--- src/hw/rtl/qkn_pkg.sv ---
// qkn_pkg: item types, register codes and reset values for the quadrature knob navigator.
// No dependencies; used by qkn_step and quadrature_knob_navigator_top.

package qkn_pkg;

	// Configuration register codes
	localparam int unsigned CFG_IDX_W = 2;
	localparam logic [CFG_IDX_W-1:0] REG_DEBOUNCE_MS  = 2'd0;
	localparam logic [CFG_IDX_W-1:0] REG_NAV_STEPS    = 2'd1;
	localparam logic [CFG_IDX_W-1:0] REG_NAV_GAP_MS   = 2'd2;
	localparam logic [CFG_IDX_W-1:0] REG_CLICK_GAP_MS = 2'd3;

	localparam int unsigned CFG_DATA_W = 16;

	// Register reset values
	localparam logic [7:0]  DEBOUNCE_MS_RST  = 8'd2;
	localparam logic [7:0]  NAV_STEPS_RST    = 8'd2;
	localparam logic [15:0] NAV_GAP_MS_RST   = 16'd150;
	localparam logic [15:0] CLICK_GAP_MS_RST = 16'd50;

	// One pin sample
	typedef struct packed {
		logic [31:0] now_ms;
		logic        pin_a;
		logic        pin_b;
	} in_item_t;

	// One result
	typedef struct packed {
		logic               nav_valid;
		logic signed [31:0] nav_delta;
		logic               click_valid;
		logic signed [31:0] count_now;
		logic               turn_clockwise;
	} out_item_t;

	// Configuration registers
	typedef struct packed {
		logic [7:0]  debounce_ms;
		logic [7:0]  nav_steps;
		logic [15:0] nav_gap_ms;
		logic [15:0] click_gap_ms;
	} cfg_t;

	// Decoder and navigation state
	typedef struct packed {
		logic        a_level;
		logic        b_level;
		logic [31:0] position;
		logic        direction;
		logic [31:0] last_edge_time;
		logic [31:0] ref_position;
		logic [31:0] ref_time;
	} state_t;

endpackage

--- src/hw/rtl/qkn_step.sv ---
// qkn_step: combinational decode and navigation rule for one pin sample.
// Depends on qkn_pkg (in_item_t, cfg_t, state_t, out_item_t).

module qkn_step (
	input  qkn_pkg::in_item_t  item,
	input  qkn_pkg::cfg_t      cfg,
	input  qkn_pkg::state_t    state,
	output qkn_pkg::state_t    state_next,
	output qkn_pkg::out_item_t result
);

	logic        changed;
	logic        bounce;
	logic        edge_ok;
	logic [31:0] edge_age;
	logic [31:0] pos_new;
	logic        dir_new;
	logic [31:0] delta;
	logic [31:0] mag;
	logic [31:0] elapsed;
	logic        do_nav;
	logic        do_click;

	// Edge detect and debounce
	assign changed  = (item.pin_a != state.a_level) || (item.pin_b != state.b_level);
	assign edge_age = item.now_ms - state.last_edge_time;
	assign bounce   = edge_age < {24'd0, cfg.debounce_ms};
	assign edge_ok  = changed && !bounce;

	// Position step on an A edge: up when A differs from B
	always_comb begin
		pos_new = state.position;
		dir_new = state.direction;
		if (edge_ok && (item.pin_a != state.a_level)) begin
			if (item.pin_a != item.pin_b) begin
				pos_new = state.position + 32'd1;
				dir_new = 1'b1;
			end else begin
				pos_new = state.position - 32'd1;
				dir_new = 1'b0;
			end
		end
	end

	// Next decoder and reference state
	always_comb begin
		state_next = state;
		if (edge_ok) begin
			state_next.a_level        = item.pin_a;
			state_next.b_level        = item.pin_b;
			state_next.last_edge_time = item.now_ms;
		end
		state_next.position  = pos_new;
		state_next.direction = dir_new;
		if (do_nav || do_click) begin
			state_next.ref_position = pos_new;
			state_next.ref_time     = item.now_ms;
		end
	end

	// Navigation rule; magnitude of the most negative delta stays 2^31
	assign delta    = pos_new - state.ref_position;
	assign mag      = delta[31] ? (32'd0 - delta) : delta;
	assign elapsed  = item.now_ms - state.ref_time;
	assign do_nav   = (mag >= {24'd0, cfg.nav_steps}) && (elapsed > {16'd0, cfg.nav_gap_ms});
	assign do_click = !do_nav && (delta != 32'd0) && (elapsed > {16'd0, cfg.click_gap_ms});

	// Result item
	always_comb begin
		result.nav_valid      = do_nav;
		result.nav_delta      = do_nav ? $signed(delta) : 32'sd0;
		result.click_valid    = do_click;
		result.count_now      = $signed(pos_new);
		result.turn_clockwise = dir_new;
	end

endmodule

--- src/hw/rtl/quadrature_knob_navigator_top.sv ---
// quadrature_knob_navigator_top: quadrature encoder decoder with debounce and navigation events.
// Depends on qkn_pkg and qkn_step.
//
//  channel | direction | handshake          | payload
//  --------+-----------+--------------------+-----------------------------
//  in      | into      | in_valid/in_stall  | in_data  (qkn_pkg::in_item_t)
//  out     | out of    | out_valid/out_stall| out_data (qkn_pkg::out_item_t)
//  cfg     | into      | cfg_valid/cfg_ready| cfg_index, cfg_data
//
// One item per cycle sustained while no result is stalled; a sample passes the input register,
// then one pass of compare/add logic, into the result register, where its result is valid.
// arst_n clears handshake state, decoder state and registers to their reset values.
// A stalled result holds the result register; the input register then holds too and, if it
// holds an item, in_stall rises. cfg_ready is always high; each valid write is accepted.

module quadrature_knob_navigator_top (
	input  logic                                clk,
	input  logic                                arst_n,
	input  logic                                in_valid,
	output logic                                in_stall,
	input  qkn_pkg::in_item_t                   in_data,
	output logic                                out_valid,
	input  logic                                out_stall,
	output qkn_pkg::out_item_t                  out_data,
	input  logic                                cfg_valid,
	output logic                                cfg_ready,
	input  logic [qkn_pkg::CFG_IDX_W-1:0]       cfg_index,
	input  logic [qkn_pkg::CFG_DATA_W-1:0]      cfg_data
);

	qkn_pkg::cfg_t      cfg_q;
	qkn_pkg::state_t    state_q;
	qkn_pkg::state_t    state_next;
	qkn_pkg::in_item_t  item_s1;
	logic               valid_s1;
	qkn_pkg::out_item_t result;
	qkn_pkg::out_item_t out_data_q;
	logic               out_valid_q;
	logic               fire_s1;
	logic               in_take;

	assign cfg_ready = 1'b1;

	// Configuration registers
	always_ff @(posedge clk or negedge arst_n) begin
		if (!arst_n) begin
			cfg_q.debounce_ms  <= qkn_pkg::DEBOUNCE_MS_RST;
			cfg_q.nav_steps    <= qkn_pkg::NAV_STEPS_RST;
			cfg_q.nav_gap_ms   <= qkn_pkg::NAV_GAP_MS_RST;
			cfg_q.click_gap_ms <= qkn_pkg::CLICK_GAP_MS_RST;
		end else if (cfg_valid && cfg_ready) begin
			case (cfg_index)
				qkn_pkg::REG_DEBOUNCE_MS:  cfg_q.debounce_ms  <= cfg_data[7:0];
				qkn_pkg::REG_NAV_STEPS:    cfg_q.nav_steps    <= cfg_data[7:0];
				qkn_pkg::REG_NAV_GAP_MS:   cfg_q.nav_gap_ms   <= cfg_data;
				qkn_pkg::REG_CLICK_GAP_MS: cfg_q.click_gap_ms <= cfg_data;
				default: ;
			endcase
		end
	end

	// Flow control
	assign fire_s1  = valid_s1 && !(out_valid_q && out_stall);
	assign in_stall = valid_s1 && out_valid_q && out_stall;
	assign in_take  = in_valid && !in_stall;

	// Input register
	always_ff @(posedge clk or negedge arst_n) begin
		if (!arst_n) begin
			valid_s1 <= 1'b0;
		end else if (in_take) begin
			valid_s1 <= 1'b1;
		end else if (fire_s1) begin
			valid_s1 <= 1'b0;
		end
	end

	always_ff @(posedge clk) begin
		if (in_take) begin
			item_s1 <= in_data;
		end
	end

	// Decode and navigation logic
	qkn_step u_step (
		.item       (item_s1),
		.cfg        (cfg_q),
		.state      (state_q),
		.state_next (state_next),
		.result     (result)
	);

	// State update on each processed item
	always_ff @(posedge clk or negedge arst_n) begin
		if (!arst_n) begin
			state_q <= '0;
		end else if (fire_s1) begin
			state_q <= state_next;
		end
	end

	// Result register
	always_ff @(posedge clk or negedge arst_n) begin
		if (!arst_n) begin
			out_valid_q <= 1'b0;
		end else if (fire_s1) begin
			out_valid_q <= 1'b1;
		end else if (!out_stall) begin
			out_valid_q <= 1'b0;
		end
	end

	always_ff @(posedge clk) begin
		if (fire_s1) begin
			out_data_q <= result;
		end
	end

	assign out_valid = out_valid_q;
	assign out_data  = out_data_q;

	// Checks
	a_one_event: assert property (@(posedge clk) disable iff (!arst_n)
		out_valid_q |-> !(out_data_q.nav_valid && out_data_q.click_valid))
		else $error("nav and click in one item");

	a_stall_cause: assert property (@(posedge clk) disable iff (!arst_n)
		in_stall |-> (out_valid && out_stall))
		else $error("input stalled without a stalled result");

	a_state_hold: assert property (@(posedge clk) disable iff (!arst_n)
		!fire_s1 |=> $stable(state_q))
		else $error("state changed without an item");

	a_result_hold: assert property (@(posedge clk) disable iff (!arst_n)
		(out_valid_q && out_stall) |=> (out_valid_q && $stable(out_data_q)))
		else $error("stalled result lost or changed");

endmodule
--- config.mk ---
export PLATFORM = sky130hd
export DESIGN_NAME = quadrature_knob_navigator_top
export DESIGN_NICKNAME = d
export VERILOG_FILES = /design/src/hw/rtl/qkn_pkg.sv /design/src/hw/rtl/qkn_step.sv /design/src/hw/rtl/quadrature_knob_navigator_top.sv
export SDC_FILE = /design/constraint.sdc
export NUM_CORES = 1
export LEC_CHECK = 0
export BUFFER_PORTS_ARGS = -buffer_cell sky130_fd_sc_hd__buf_2
export CELL_PAD_IN_SITES_DETAIL_PLACEMENT = 1
export CELL_PAD_IN_SITES_GLOBAL_PLACEMENT = 2
export CORE_UTILIZATION = 40
export CTS_CLUSTER_SIZE = 8
export DETAILED_ROUTE_END_ITERATION = 10
export PLACE_DENSITY_LB_ADDON = 0.1
export SETUP_SLACK_MARGIN = 0.05
export SYNTH_ARGS = -nofsm -noshare
export SYNTH_HDL_FRONTEND = slang
export SYNTH_SLANG_ARGS = --single-unit
export TNS_END_PERCENT = 100
--- constraint.sdc ---
create_clock -name clk -period 11.55 [get_ports clk]
set_clock_uncertainty 0.2 [all_clocks]
set_input_delay 0 -clock clk [delete_from_list [all_inputs] [get_ports clk]]
set_output_delay 0 -clock clk [all_outputs]
set_load 0.02 [all_outputs]
==> results.md <==
* Post-route minimum period at around 11 ns
* RSZ-0062 raised after global routing: true
* WL/cell at ~21 µm
* Worst endpoint required time at about 12 ns
* Crit-path slowest cell: or4_4
* Largest net degree at the start of global routing at 71
* Via density at about 5.5
* Syn Area/Cell at 9.71 µm²
* CTS Buf Count at 42
* H-tree depth at 2
* Ports at roughly 130
* Starting Density at 0.405
* YS warnings at 0
* Die H at ~230 µm
* GRT Overall Usage at 0.248
* Clock Latency Late Sink at ~0.59 ns
* Period Utilization, post-route at 0.939
* Post-Route WL at around 65 mm
* TritonCTS clock tree: yes
* CP endpoint kind: register
* Initial antenna violation count at 0
* Post-synth EDFFs at 101
* CP max stage delay at 0.46 ns
* Setup Viol. Count Final at 0
* Vias in the first global route at 18100
* Hold crit path type: in2reg
* CTS clock-pin slew for the worst setup and hold paths at approximately 0.05 ns
* CP Class: reg2reg
* Max-cap violations at 0
* Routed Antenna Nets at 0
* Clock root cell: clkbuf_16
* Share of layout cells above drive strength 1 at 0.175
* Nets at 2598
* Iter 0 DRT Violations at just over 700
* Number of diodes at 0
* Max-slew violations at 0
* Outcome: finished clean
* Core Util, Final at 0.489
* Rows at a little over 80
* Vias after detailed routing at around 17000
* Routability Congestion at around 0.88
* Bufs on Longest Clock Path at 3
* Drt drc at 0
* Die X at approximately 230 µm
* Fmax at roughly 0.09 GHz
* Die Area at ~52000 µm²
* CTS sink cnt at between 200 and 300
* Placed cells at between 2000 and 3000
* Slew Limit Headroom at 0.293
* First-pass GRT wire length at between 90 and 100 mm
* Async SR Flop Fraction at 0.642
* Synth-to-Final Area Change at 20.8%
* Ys flop type: dfrtp_1
* I/O Buffers at ~130
* Total gr overflow at 0
* Flops & latches, synth at about 280
* Layout fillers at ~5700
* Crit path max fanout at 8
* Drt pass-1 iters at 5
* Critical path data arrival time at 11.09 ns
* Total negative slack at 0 ns
* Synth unique cells at 87
* DPL Wire Length at around 48 mm
* Cells after Synth at around 2100
* Final non-filler cell total at roughly 3100
* CP Launch Type: register
* Area of the mapped netlist at 20300 µm²
* Core area at 50100 µm²
* Worst Tran Pin Value at a little over 1 ns
* Seq/Total Area, Yosys at 0.373
* Final hold viol count at 0
* Post-Syn Nets at 2322
## worst max-delay path: cells and delay by family, from the launching register on
family,cells,cell delay [ns]
multiplexers,2,0.72
AND/OR/NAND/NOR,10,2.07
AO/OA/AOI/OAI,23,4.06
XOR/XNOR,4,0.79
adder cells (fa/ha/maj),5,1.49
flip-flops,1,0.34
buffers and inverters,6,1.01
## path summary, 6_finish.rpt
path                         startpoint           end  slack [ns]  cells past startpoint
hold / removal             cfg_data[10]     cfg_q[10]        0.04                      3
max in group asynchronous        arst_n  state_q[121]        9.95                      4
hold reg to reg             state_q[20]   state_q[20]        0.29                      1
setup / recovery             item_s1[2]   state_q[50]        0.70                     50
setup reg to reg             item_s1[2]   state_q[50]        0.70                     50
min in group asynchronous        arst_n     cfg_q[17]        0.40                      3
## kinds of logic after synthesis
logic type | synth area share
DFF | 0.373
other | 0.000185
xor gates and xnor gates | 0.0436
buffers and inverters | 0.0481
muxes | 0.110
and+or+nand+nor | 0.145
AOI/OAI and AO/OA | 0.170
adders and majority gates | 0.109
## metal layers
| layer | wire length, µm | track usage |
|---|---|---|
| met5 | 0 | 0 |
| met4 | 2850 | 0.114 |
| met3 | 1540 | 0.0299 |
| met2 | 34100 | 0.464 |
| met1 | 26100 | 0.277 |
## per-stage QoR
| stage | setup WS (ns) | area [µm²] | hold WS [ns] |
|---|---|---|---|
| floorplan | 1.10 | 20300 | -0.496 |
| global placement | 0.576 | 21900 | -0.113 |
| detailed placement | 0.144 | 21900 | -0.0992 |
| CTS | 0.0743 | 24200 | 0.0123 |
| global route | 0.0605 | 24500 | 0.0390 |
| finish | 0.705 | 24500 | 0.0374 |
## final cells by class
| class | instances | area (µm²) | area share |
|---|---|---|---|
| clock buffers | 72 | 1170 | 0.0479 |
| clock inverters | 5 | 97.6 | 0.00398 |
| repair buffers | 294 | 2290 | 0.0935 |
| flip-flops and latches | 282 | 7570 | 0.309 |
| well taps | 672 | 841 | 0.0343 |
| multi-input cells | 1565 | 11800 | 0.483 |
| inverters | 181 | 679 | 0.0277 |
## placed cells by master (no fill, tap or decap), drive strengths merged, types with 27 or more instances in the layout
master,n
nand2b,27
clkbuf,76
ha,171
xnor2,73
a21o,52
xor2,28
nand4,37
inv,181
a21oi,155
nor2,137
nand2,104
nor3,43
dfrtp,172
dlygate4sd3,101
nand3,44
o21ai,98
mux2,188
buf,189
edfxtp,101
## repair_timing
action	CTS	global route
hold buffers	102	0
buffers inserted	0	14
hold endpoints to repair	161	0
resized for setup	0	25
endpoints found under the setup margin	0	98
## flip-flops by register name (all words and copies together) (netlist names)
name	count
item_s1	34
out_valid	1
valid_s1	1
state_q	131
out_data	67
cfg_q	48
## cells in the mapped netlist, types with 23 or more instances
master	instances	area, µm²
a21o_1	52	390
a21oi_1	154	771
and2_1	23	144
clkbuf_1	51	191
dfrtp_1	172	4300
edfxtp_1	101	3030
ha_1	171	2140
inv_1	181	679
mux2_1	62	698
mux2_2	126	1420
nand2_1	104	390
nand2b_1	27	169
nand3_1	44	220
nand4_1	37	231
nor2_1	137	514
nor2b_1	24	150
nor3_1	43	215
nor4_1	23	144
o21ai_0	88	440
xnor2_1	73	639
xor2_1	28	245
Power is not shown: default switching activity piles up to over one toggle a cycle in this logic, so the estimate is an artifact.
